## config.mk

```make
export PLATFORM = sky130hd
export DESIGN_NAME = rc_stick_to_setpoint_mapper_top
export DESIGN_NICKNAME = d
export VERILOG_FILES = /design/src/sv/rcsm_pkg.sv /design/src/sv/rcsm_datapath.sv /design/src/sv/rcsm_ctrl.sv /design/src/sv/rc_stick_to_setpoint_mapper_top.sv
export SDC_FILE = /design/constraint.sdc
export NUM_CORES = 2
export LEC_CHECK = 0
export BUFFER_PORTS_ARGS = -buffer_cell sky130_fd_sc_hd__buf_2
export CORE_ASPECT_RATIO = 0.6
export CORE_MARGIN = 2
export CORE_UTILIZATION = 40
export CTS_CLUSTER_DIAMETER = 150
export CTS_CLUSTER_SIZE = 30
export DETAILED_ROUTE_END_ITERATION = 10
export PLACE_DENSITY_LB_ADDON = 0.05
export SYNTH_ARGS = -nofsm -noshare
export SYNTH_HDL_FRONTEND = slang
export SYNTH_SLANG_ARGS = --single-unit
```

## constraint.sdc

```tcl
create_clock -name clock -period 8.3 [get_ports clock]
set_clock_uncertainty 0.05 [all_clocks]
set_input_delay 0.83 -clock clock [delete_from_list [all_inputs] [get_ports clock]]
set_output_delay 0.83 -clock clock [all_outputs]
set_load 0.05 [all_outputs]
```

## src/sv/rcsm_pkg.sv

```systemverilog
// Package for the RC stick to setpoint mapper: payload structs, register
// indexes, fixed-point constants and controller/datapath command types.
`default_nettype none
package rcsm_pkg;

   localparam int AXIS_ONE   = 32768;
   localparam int QUOT_W     = 16;              // quotient bits before saturation
   localparam int NUM_W      = 13;              // |d| < 4096
   localparam int TICK_PERIOD_Q16 = 655;
   localparam int OFFSET_MIN = -131072;
   localparam int OFFSET_MAX = 131072;
   localparam int NUM_CH     = 4;

   typedef enum logic [2:0] {
      REG_CENTER     = 3'd0,
      REG_HALF_RANGE = 3'd1,
      REG_STICK_DZ   = 3'd2,
      REG_HOVER_DB   = 3'd3,
      REG_MAX_ROLL   = 3'd4,
      REG_MAX_PITCH  = 3'd5,
      REG_MAX_YAW    = 3'd6,
      REG_MAX_HOVER  = 3'd7
   } reg_idx_type;

   typedef struct packed {
      logic [11:0] roll_us;
      logic [11:0] pitch_us;
      logic [11:0] yaw_us;
      logic [11:0] hover_us;
      logic        link_healthy;
      logic        failsafe_active;
      logic [31:0] sample_time_ms;
   } req_type;

   typedef struct packed {
      logic [31:0]        target_time_ms;
      logic signed [15:0] roll_target;
      logic signed [15:0] pitch_target;
      logic signed [15:0] yaw_rate_target;
      logic signed [15:0] hover_rate_target;
      logic signed [23:0] hover_offset;
      logic               target_valid;
   } rsp_type;

   typedef struct packed {
      logic [11:0] center_us;
      logic [10:0] half_range_us;
      logic [9:0]  stick_deadzone_us;
      logic [9:0]  hover_deadband_us;
      logic [14:0] max_roll;
      logic [14:0] max_pitch;
      logic [14:0] max_yaw_rate;
      logic [14:0] max_hover_rate;
   } cfg_type;

   // controller -> datapath
   typedef struct packed {
      logic       load;       // capture request
      logic       setup;      // compute offset/span for channel ch
      logic       div_step;   // one restoring-division step
      logic       finish;     // saturate and multiply channel ch
      logic       integrate;  // update accumulator
      logic [1:0] ch;
   } cmd_type;

   // datapath -> controller
   typedef struct packed {
      logic healthy;
   } stat_type;

endpackage
`default_nettype wire

```

## src/sv/rcsm_datapath.sv

```systemverilog
// Datapath: input/config registers, one shared bit-serial divider, two
// multipliers and the height-offset integrator. Uses rcsm_pkg.
`default_nettype none
module rcsm_datapath (
   input  wire logic              clock,
   input  wire logic              reset,
   input  wire rcsm_pkg::cfg_type cfg,
   input  wire rcsm_pkg::req_type req,
   input  wire rcsm_pkg::cmd_type cmd,
   output rcsm_pkg::stat_type     stat,
   output rcsm_pkg::rsp_type      result
);
   import rcsm_pkg::*;

   req_type                  req_ff;
   logic signed [15:0]       tgt_ff [NUM_CH];
   logic signed [23:0]       acc_ff, acc_in;
   // divider
   logic [NUM_W+QUOT_W-1:0]  num_ff, num_in;   // shifting dividend
   logic [11:0]              rem_ff, rem_in;
   logic [QUOT_W-1:0]        quo_ff, quo_in;
   logic [10:0]              den_ff;
   logic                     neg_ff;            // sign of result
   logic [1:0]               mode_ff;           // see MODE_ constants
   logic                     lo0_ff, hi0_ff;    // hover clamp sides

   localparam logic [1:0] MODE_ZERO = 2'd0, MODE_DIV = 2'd1, MODE_FULL = 2'd2;

   logic [11:0]        pulse;
   logic signed [13:0] d, dz, hspan, dnum;
   logic [12:0]        mag;
   logic [12:0]        trial;
   logic [16:0]        qmag;
   logic [16:0]        amag;
   logic [14:0]        maxv;
   logic [31:0]        prod;
   logic [15:0]        pmag;
   logic signed [31:0] dlt_prod;
   logic signed [31:0] delta;
   logic signed [31:0] sum;

   always_comb begin
      case (cmd.ch)
         2'd0:    pulse = req_ff.roll_us;
         2'd1:    pulse = req_ff.pitch_us;
         2'd2:    pulse = req_ff.yaw_us;
         default: pulse = req_ff.hover_us;
      endcase
      case (cmd.ch)
         2'd0:    maxv = cfg.max_roll;
         2'd1:    maxv = cfg.max_pitch;
         2'd2:    maxv = cfg.max_yaw_rate;
         default: maxv = cfg.max_hover_rate;
      endcase
      d     = $signed({2'b0, pulse}) - $signed({2'b0, cfg.center_us});
      dz    = (cmd.ch == 2'd3) ? $signed({4'b0, cfg.hover_deadband_us})
                               : $signed({4'b0, cfg.stick_deadzone_us});
      hspan = $signed({3'b0, cfg.half_range_us}) - $signed({4'b0, cfg.hover_deadband_us});
      if (cmd.ch != 2'd3)  dnum = d;
      else if (d > 0)      dnum = d - dz;
      else                 dnum = d + dz;
      mag   = dnum[13] ? 13'(-dnum) : 13'(dnum);
      trial = {rem_ff, num_ff[NUM_W+QUOT_W-1]};
      // saturate quotient to 32768
      qmag  = (quo_ff > 16'(AXIS_ONE)) ? 17'(AXIS_ONE) : {1'b0, quo_ff};
      case (mode_ff)
         MODE_DIV:  amag = qmag;
         MODE_FULL: amag = 17'(AXIS_ONE);
         default:   amag = 17'd0;
      endcase
      if ((neg_ff && lo0_ff) || (!neg_ff && hi0_ff)) amag = 17'd0;
      prod  = 32'(amag) * 32'(maxv);
      pmag  = 16'(prod >> 15);
      dlt_prod = 32'(tgt_ff[3]) * 32'(TICK_PERIOD_Q16);
      delta = dlt_prod / 32'sd4096;    // truncates toward zero
      sum   = 32'(acc_ff) + delta;
      if (sum < 32'(OFFSET_MIN))      acc_in = 24'(OFFSET_MIN);
      else if (sum > 32'(OFFSET_MAX)) acc_in = 24'(OFFSET_MAX);
      else                            acc_in = sum[23:0];
      num_in = num_ff;
      rem_in = rem_ff;
      quo_in = quo_ff;
      if (cmd.setup) begin
         // dividend is |num| * 32768
         num_in = {1'b0, mag, {(QUOT_W-1){1'b0}}};
         rem_in = '0;
         quo_in = '0;
      end else if (cmd.div_step) begin
         num_in = num_ff << 1;
         if ({1'b0, trial} >= {3'b0, den_ff}) begin
            rem_in = 12'(trial - 13'(den_ff));
            quo_in = {quo_ff[QUOT_W-2:0], 1'b1};
         end else begin
            rem_in = trial[11:0];
            quo_in = {quo_ff[QUOT_W-2:0], 1'b0};
         end
      end
   end

   always_ff @(posedge clock) begin
      if (reset) begin
         acc_ff <= '0;
      end else if (cmd.integrate) begin
         acc_ff <= req_ff.link_healthy && !req_ff.failsafe_active ? acc_in : '0;
      end
      if (cmd.load) req_ff <= req;
      num_ff <= num_in;
      rem_ff <= rem_in;
      quo_ff <= quo_in;
      if (cmd.setup) begin
         neg_ff <= d < 0;
         lo0_ff <= 1'b0;
         hi0_ff <= 1'b0;
         if (cmd.ch == 2'd3) begin
            den_ff <= hspan[10:0];
            lo0_ff <= d > dz;     // above band: clamp to [0,1]
            hi0_ff <= d < -dz;    // below band: clamp to [-1,0]
            if (d >= -dz && d <= dz) mode_ff <= MODE_ZERO;
            else if (hspan <= 0)     mode_ff <= MODE_FULL;
            // offset at or past the span saturates
            else if ({1'b0, mag} >= $unsigned(hspan)) mode_ff <= MODE_FULL;
            else                     mode_ff <= MODE_DIV;
            if (!(d >= -dz && d <= dz) && hspan <= 0) begin
               lo0_ff <= 1'b0;
               hi0_ff <= 1'b0;
            end
         end else begin
            den_ff <= cfg.half_range_us;
            if (d >= -dz && d <= dz)          mode_ff <= MODE_ZERO;
            else if (cfg.half_range_us == 0)  mode_ff <= MODE_FULL;
            else if ({1'b0, mag} >= {3'b0, cfg.half_range_us}) mode_ff <= MODE_FULL;
            else                              mode_ff <= MODE_DIV;
         end
      end
      if (cmd.finish) begin
         tgt_ff[cmd.ch]  <= neg_ff ? -$signed(pmag) : $signed(pmag);
      end
   end

   assign stat.healthy = req_ff.link_healthy && !req_ff.failsafe_active;

   always_comb begin
      result.target_time_ms    = req_ff.sample_time_ms;
      result.roll_target       = stat.healthy ? tgt_ff[0] : '0;
      result.pitch_target      = stat.healthy ? tgt_ff[1] : '0;
      result.yaw_rate_target   = stat.healthy ? tgt_ff[2] : '0;
      result.hover_rate_target = stat.healthy ? tgt_ff[3] : '0;
      result.hover_offset      = acc_ff;
      result.target_valid      = stat.healthy;
   end
endmodule
`default_nettype wire

```

## src/sv/rcsm_ctrl.sv

```systemverilog
// Controller: sequences the four channels through setup, divide and finish,
// then the integrator, and holds the response handshake. Uses rcsm_pkg.
`default_nettype none
module rcsm_ctrl (
   input  wire logic               clock,
   input  wire logic               reset,
   input  wire logic               req_valid,
   output logic                    req_ready,
   output logic                    rsp_valid,
   input  wire logic               rsp_ready,
   input  wire rcsm_pkg::stat_type stat,
   output rcsm_pkg::cmd_type       cmd
);
   import rcsm_pkg::*;

   typedef enum logic [2:0] {S_IDLE, S_SETUP, S_DIV, S_FIN, S_INT, S_OUT} state_type;

   state_type  state_ff;
   logic [1:0] ch_ff;
   logic [4:0] cnt_ff;

   assign req_ready = (state_ff == S_IDLE);
   assign rsp_valid = (state_ff == S_OUT);

   always_comb begin
      cmd           = '0;
      cmd.ch        = ch_ff;
      cmd.load      = req_valid && req_ready;
      cmd.setup     = (state_ff == S_SETUP);
      cmd.div_step  = (state_ff == S_DIV);
      cmd.finish    = (state_ff == S_FIN);
      cmd.integrate = (state_ff == S_INT);
   end

   always_ff @(posedge clock) begin
      if (reset) begin
         state_ff <= S_IDLE;
         ch_ff    <= '0;
         cnt_ff   <= '0;
      end else begin
         case (state_ff)
            S_IDLE: if (req_valid) begin
               state_ff <= S_SETUP;
               ch_ff    <= '0;
            end
            S_SETUP: begin
               state_ff <= stat.healthy ? S_DIV : S_INT;
               cnt_ff   <= '0;
            end
            S_DIV: begin
               cnt_ff <= cnt_ff + 5'd1;
               if (cnt_ff == 5'(NUM_W + QUOT_W - 1)) state_ff <= S_FIN;
            end
            S_FIN: begin
               ch_ff <= ch_ff + 2'd1;
               state_ff <= (ch_ff == 2'(NUM_CH - 1)) ? S_INT : S_SETUP;
            end
            S_INT:   state_ff <= S_OUT;
            S_OUT:   if (rsp_ready) state_ff <= S_IDLE;
            default: state_ff <= S_IDLE;
         endcase
      end
   end
endmodule
`default_nettype wire

```

## src/sv/rc_stick_to_setpoint_mapper_top.sv

```systemverilog
// Top level of the RC stick to setpoint mapper: config registers, controller
// and datapath. Uses rcsm_pkg, rcsm_ctrl, rcsm_datapath.
//
//   channel  prefix  direction  payload
//   request  req_    in         rcsm_pkg::req_type
//   response rsp_    out        rcsm_pkg::rsp_type
//   config   csr_    in         3-bit index, 16-bit data
//
// A healthy request runs each channel through setup, 29 steps of one shared
// restoring divider and finish, then the integrator, before rsp_valid rises.
// Unhealthy requests skip the divider: setup, then integrate, then respond.
// One request at a time; the response holds until taken. Reset is synchronous
// and restores register defaults and clears the height offset.
`default_nettype none
module rc_stick_to_setpoint_mapper_top (
   input  wire logic              clock,
   input  wire logic              reset,
   input  wire logic              req_valid,
   output logic                   req_ready,
   input  wire rcsm_pkg::req_type req_data,
   output logic                   rsp_valid,
   input  wire logic              rsp_ready,
   output rcsm_pkg::rsp_type      rsp_data,
   input  wire logic              csr_valid,
   output logic                   csr_ready,
   input  wire logic [2:0]        csr_index,
   input  wire logic [15:0]       csr_data
);
   import rcsm_pkg::*;

   cfg_type  cfg_ff;
   cmd_type  cmd;
   stat_type stat;

   assign csr_ready = 1'b1;

   always_ff @(posedge clock) begin
      if (reset) begin
         cfg_ff.center_us         <= 12'd1500;
         cfg_ff.half_range_us     <= 11'd500;
         cfg_ff.stick_deadzone_us <= 10'd20;
         cfg_ff.hover_deadband_us <= 10'd50;
         cfg_ff.max_roll          <= 15'd2145;
         cfg_ff.max_pitch         <= 15'd2145;
         cfg_ff.max_yaw_rate      <= 15'd2880;
         cfg_ff.max_hover_rate    <= 15'd4096;
      end else if (csr_valid) begin
         case (reg_idx_type'(csr_index))
            REG_CENTER:     cfg_ff.center_us         <= csr_data[11:0];
            REG_HALF_RANGE: cfg_ff.half_range_us     <= csr_data[10:0];
            REG_STICK_DZ:   cfg_ff.stick_deadzone_us <= csr_data[9:0];
            REG_HOVER_DB:   cfg_ff.hover_deadband_us <= csr_data[9:0];
            REG_MAX_ROLL:   cfg_ff.max_roll          <= csr_data[14:0];
            REG_MAX_PITCH:  cfg_ff.max_pitch         <= csr_data[14:0];
            REG_MAX_YAW:    cfg_ff.max_yaw_rate      <= csr_data[14:0];
            REG_MAX_HOVER:  cfg_ff.max_hover_rate    <= csr_data[14:0];
            default: ;
         endcase
      end
   end

   rcsm_ctrl u_ctrl (
      .clock     (clock),
      .reset     (reset),
      .req_valid (req_valid),
      .req_ready (req_ready),
      .rsp_valid (rsp_valid),
      .rsp_ready (rsp_ready),
      .stat      (stat),
      .cmd       (cmd)
   );

   rcsm_datapath u_dp (
      .clock  (clock),
      .reset  (reset),
      .cfg    (cfg_ff),
      .req    (req_data),
      .cmd    (cmd),
      .stat   (stat),
      .result (rsp_data)
   );
endmodule
`default_nettype wire
```

# Word-level counts from Yosys, hierarchy flattened

Memory sizes are Yosys's and may differ from the RTL's.
Cells that the tools add are included.
W data, S select, Z words.

RAM bits: 64
Flip-flop bits (word level): 277
Logic and storage cells: 148
Memories kept: 1

Equal/unequal tests: 22
Order comparisons: 13
$mul: 2
Bitwise logic cells: 2
$add $sub $neg: 12
Reduce and logical (&&, ||, !) cells: 28
Muxes and demuxes: 40

Memory list:

| memory      | words | bits a word | read ports | clocked after Yosys merged registers in | wr ports | line                | RTL |
|---|---|---|---|---|---|---|---|
| u_dp.tgt_ff | 4     | 16          | 4          | 0                                       | 1        | rcsm_datapath.sv:16 | `logic signed [15:0] tgt_ff [NUM_CH];` |

Operators with widths:

| cell                     | count |
|---|---|
| $mux W16                 | 6 |
| $mux W24                 | 3 |
| $mux W28                 | 2 |
| $pmux W15 S3             | 1 |
| $pmux W12 S3             | 1 |
| $pmux W17 S2             | 1 |
| $add A24 B32 Y32         | 1 |
| $add A32 B1 Y32          | 1 |
| $gt A32 B19 Y1 const B   | 1 |
| $lt A32 B18 Y1 const B   | 1 |
| $mul A17 B15 Y31         | 1 |
| $ge A13 B14 Y1           | 2 |
| $mux W14                 | 2 |
| $mul A16 B11 Y27 const B | 1 |
| $ge A13 B11 Y1           | 2 |
| $eq A3 B3 Y1 const B     | 6 |
| $pmux W3 S6              | 1 |
| $reduce_and A2 Y1        | 9 |
| $mux W17                 | 1 |
| $gt A16 B16 Y1 const B   | 1 |
| $mux W2                  | 8 |
| $neg A16 Y16             | 1 |
| $mux W3                  | 5 |
| $add A13 B11 Y14         | 1 |
| other kinds (40)         | 60 |

# Logic depth before layout (Yosys ltp)

Word-level depth: 13
Mapped depth: 39
Gate-level depth less buffers: 38

# Modules after synthesis

Synthesis repeated with hierarchy kept, for this count alone.

Cells, all modules: 3209
Area, all modules: 30789.5 sq um

By module, submodules not included:

| module                          | times used | area each (sq um) | seq. area each (sq um) | cells each |
|---|---|---|---|---|
| rcsm_datapath                   | 1          | 26111.3           | 6316.1                 | 2758 |
| rc_stick_to_setpoint_mapper_top | 1          | 4111.4            | 2062.0                 | 383 |
| rcsm_ctrl                       | 1          | 566.8             | 200.2                  | 68 |

# Worst setup path after synthesis

OpenSTA, ideal clock, no wires.

Path kind: register to register
Start point: memory u_dp.tgt_ff[3][7]
End point: register u_dp.acc_ff[10]
Library setup time: 0.061 ns
Period minus slack after synthesis: 8.615 ns
Arrival: 8.505 ns
Required time: 8.189 ns
Cell stages (with the launch flop): 37
Setup slack: -0.315 ns
Cells stage by stage: edfxtp_1 -> ha_1 -> ha_1 -> inv_1 -> fa_1 -> inv_1 -> fa_1 -> inv_1 -> fa_1 -> inv_1 -> ha_1 -> a21o_1 -> a31o_2 -> a31oi_1 -> o31ai_1 -> o211ai_1 -> o2111ai_1 -> a21oi_1 -> xor2_1 -> o41a_1 -> fa_1 -> inv_1 -> fa_1 -> nor2b_1 -> o21ai_0 -> a21o_1 -> a21oi_1 -> o22a_1 -> a41o_1 -> a41o_1 -> nor4_1 -> nor3_2 -> xnor2_1 -> or4_1 -> o32ai_4 -> buf_4 -> a22o_1

RTL lines:

| what                   | line                 | RTL |
|---|---|---|
| start: declaration     | rcsm_datapath.sv:16  |  |
| end signal: assignment | rcsm_datapath.sv:104 | `acc_ff <= req_ff.link_healthy && !req_ff.failsafe_active ? acc_in : '0;` |
| end: declaration       | rcsm_datapath.sv:17  | `logic signed [23:0] acc_ff, acc_in;` |

==> run_results.csv <==
group,metric,value,unit
worst_setup_path,endpoint_kind,"flop",
sta,setup_ws,-94.3,ps
sta,drv_slew,0,
sta,fin_crit_sh,101,%
synth,yosys_warnings,0,
grt,overflow,0,
worst_setup_path,crit_path_end,"u_dp.acc_ff[4]$_SDFFE_PP0P_",
sta,rsz0062_at_grt,"true",
synth,syn_area,29900,um2
final_layout,drive_above_1_share,22.4,%
synth,synth_top_area_cell,"edfxtp_1",
sta,max_slew_margin,21.3,%
synth,synth_area_leaders,"edfxtp_1 (18%), fa_1 (16%), ha_1 (13%)",
worst_setup_path,crit_arrival,8850,ps
grt,gr-usage-met2,31.0,%
sta,fin_crit,8390,ps
power_and_ir_drop,p_leak,16.8,nW
grt,grt_max_degree,83,
drt,drtIter0Drc,1947,
power_and_ir_drop,p_per_area,112,nW/um2
worst_setup_path,rr_endpoint,"u_dp.acc_ff[4]$_SDFFE_PP0P_",
status,violations,"setup timing",
synth,async_reset_ff_share,0,%
clocking,cts.clk_slew.worst_paths,120,ps
grt,grt_pass1_wl,141000,um
synth,synth_cell_type_count,92,
power_and_ir_drop,p_total,4.04,mW
synth,yosysMostFrequentCell,"inv_1",
final_layout,area.growth.synth_to_final,20.0,%
sta,hold_slack,382,ps
die,ioPinCount,230,
clocking,cts_tree,"yes",
synth,dominantRegCellSynth,"edfxtp_1",
sta,finalSetupViolations,17,
grt,grt_pass1_vias,23700,
die,start_util,40.5,%
sta,tns,-1130,ps
drt,drt-total-wl,93400,um
drt,vias,24400,
worst_setup_path,cp.required,8760,ps
final_layout,nets,4378,
power_and_ir_drop,clkPwrFrac,25.2,%
synth,syn_nets,3945,
drt,wl_per_cell,19.8,um
worst_setup_path,crit_type,"flop to flop",
die,die_h,216,um
synth,ys_seq_area_share,28.7,%
die,core_area,73800,um2
drt,drcViolationCount,0,
sta,worst_pin_slew,1180,ps
worst_setup_path,critPathLaunchType,"flop",
power_and_ir_drop,vdd_drop_max,0.000109,V
worst_setup_path,cp_slowest_cell,"or4_4",
worst_setup_path,r2r-start,"u_dp.tgt_ff[3][7]$_DFFE_PP_",
sta,final-hold-violation-count,0,
synth,yosys.area.top_type_share,17.6,%
placement,hpwl,74900,um
worst_setup_path,r2r_setup_slack,-90,ps
worst_setup_path,crit_top_cell,"inv_2",
grt,gr-max-usage-layer,"met1",
min_path,min_path_type,"input pin to flop",
status,status,"complete, but fails checks",
flow_run,drv_cap,0,
power_and_ir_drop,p_sw,1.37,mW
grt,met1_usage,38.5,%
clocking,hold_buffers,0,
grt,gr-usage-met3,6.71,%
final_layout,utilization,48.6,%
synth,synth_common_cells,"inv_1 (457), nand2_1 (453), ha_1 (307)",
clocking,cts_buffer_depth,3,
worst_setup_path,worstPathMaxFanout,9,
power_and_ir_drop,intPower,2.67,mW
clocking,clock-sinks,341,
grt,grt_usage,23.7,%
placement,port-buffer-count,227,
die,die_area,77000,um2
final_layout,stdcell_area,35900,um2
worst_setup_path,worst_path_largest_cell_delay,550,ps
clocking,ctsHtreeMaxLevel,1,
die,fp.dieW,357,um
synth,synth-seq-cells,341,
drt,vias_per_cell,5.17,
die,num_rows,77,
grt,antenna_found_initial,3,
synth,synth-edff-count,175,
clocking,clock-root-buffer,"clkbuf_16",
power_and_ir_drop,sw_frac_of_total,33.9,%
sta,max_freq,119,MHz
synth,avgSynthCellArea,9.09,um2
placement,placed_area,33800,um2
clocking,cts_buffers,16,
worst_setup_path,r2r_cells,36,
power_and_ir_drop,share_comb_of_total_power,27.8,%
drt,drt_first_pass_iters,5,
power_and_ir_drop,seqPwrFrac,47.0,%
clocking,clock_latency,570,ps
placement,gp_congestion,0.954,
worst_setup_path,startpoint,"u_dp.tgt_ff[3][7]$_DFFE_PP_",
drt,antenna_left,0,
synth,synthCells,3289,
## timing repair
item,4_1_cts,5_1_grt
resized for setup,84,181
gates cloned,1,1
pin swaps,58,94
setup buffers,29,27
setup endpoints to repair,62,78
## per-stage QoR
stage / std cells / setup slack [ps]
after global routing: 4718 / -481
after floorplan: 3289 / 25.2
after global placement: 4636 / -348
after detailed placement: 4636 / -501
final: 4720 / -94.3
after CTS: 4693 / -117
## state kept, by name, indices dropped and copies added, names as in the netlist, 3 cells and up
register         count
u_ctrl.cnt_ff        5
u_dp.quo_ff         16
u_dp.num_ff         14
u_dp.acc_ff         24
u_dp.req_ff         50
u_ctrl.state_ff      3
u_dp.den_ff         11
u_dp.tgt_ff         64
u_dp.rem_ff         12
u_dp.result         32
cfg_ff             103
## cell families after synthesis
kind of cell / Yosys count / synth area share (%)
AOI/OAI and AO/OA: 560 / 12.4
other: 1 / 0.0125
buffers and inverters: 617 / 8.28
and+or+nand+nor: 1037 / 15.8
DFF: 341 / 28.7
adders and majority gates: 550 / 29.1
xor gates and xnor gates: 129 / 3.83
muxes: 54 / 1.89
## power by group through the flow
stage | sequential [mW] | combinational, mW | clock, mW
floorplan | 1.93 | 0.721 | 0
global placement | 1.93 | 1.04 | 0
detailed placement | 1.94 | 1.06 | 0
CTS | 1.90 | 1.07 | 1.05
global route | 1.90 | 1.22 | 1.10
finish | 1.90 | 1.12 | 1.02
## cell type report
class	instances	area, um2
Antenna cell	2	5.00
Clock buffer	23	448
Clock inverter	4	63.8
Fill cell	7022	37900
Inverter	459	1720
Multi-Input combinational cell	2331	19900
Sequential cell	341	8590
Tap cell	987	1230
Timing Repair Buffer	573	3890
## worst max-delay path, delay by kind of cell (launching register included)
family,cells,cell delay [ps]
compound gates,16,3150
fa+ha+maj,8,2940
simple gates,4,850
flops,1,470
xor+xnor,2,450
buf+inv,6,410
## routing by layer
metal | part of all wire (%) | up-vias
met4 | 0.89 | 2
met2 | 38 | 791
li1 | - | 11800
met1 | 51 | 11800
met5 | 0.013 | -
met3 | 9.4 | 53
## worst min path at each step
| stage | from | to | slack, ps | depth (start not counted) |
|---|---|---|---|---|
| finish | req_data[33] | u_dp.req_ff[33]$_DFFE_PP_ | 380 | 1 |
| global route | req_data[53] | u_dp.req_ff[53]$_DFFE_PP_ | 350 | 1 |
| CTS | req_data[4] | u_dp.result[93]$_DFFE_PP_ | 350 | 1 |
| detailed placement | u_dp.rem_ff[11]$_SDFFE_PP0P_ | u_dp.rem_ff[11]$_SDFFE_PP0P_ | 400 | 2 |
| global placement | u_dp.rem_ff[11]$_SDFFE_PP0P_ | u_dp.rem_ff[11]$_SDFFE_PP0P_ | 390 | 2 |
| floorplan | u_dp.rem_ff[11]$_SDFFE_PP0P_ | u_dp.rem_ff[11]$_SDFFE_PP0P_ | 380 | 2 |
## cells in the final DEF, fill, tap and decap left out, types with 32 or more instances in the layout
master / n
nand2b_1: 32
a21oi_1: 195
nor2_1: 236
nand2_1: 438
and2_1: 60
edfxtp_1: 175
dfxtp_1: 162
inv_1: 436
fa_1: 232
xnor2_1: 79
buf_2: 226
mux2i_1: 33
nor3_1: 32
a21o_1: 35
ha_1: 275
a22o_1: 35
o21ai_0: 70
buf_4: 315
nand3_1: 46
(Power assumes the default switching activity.)
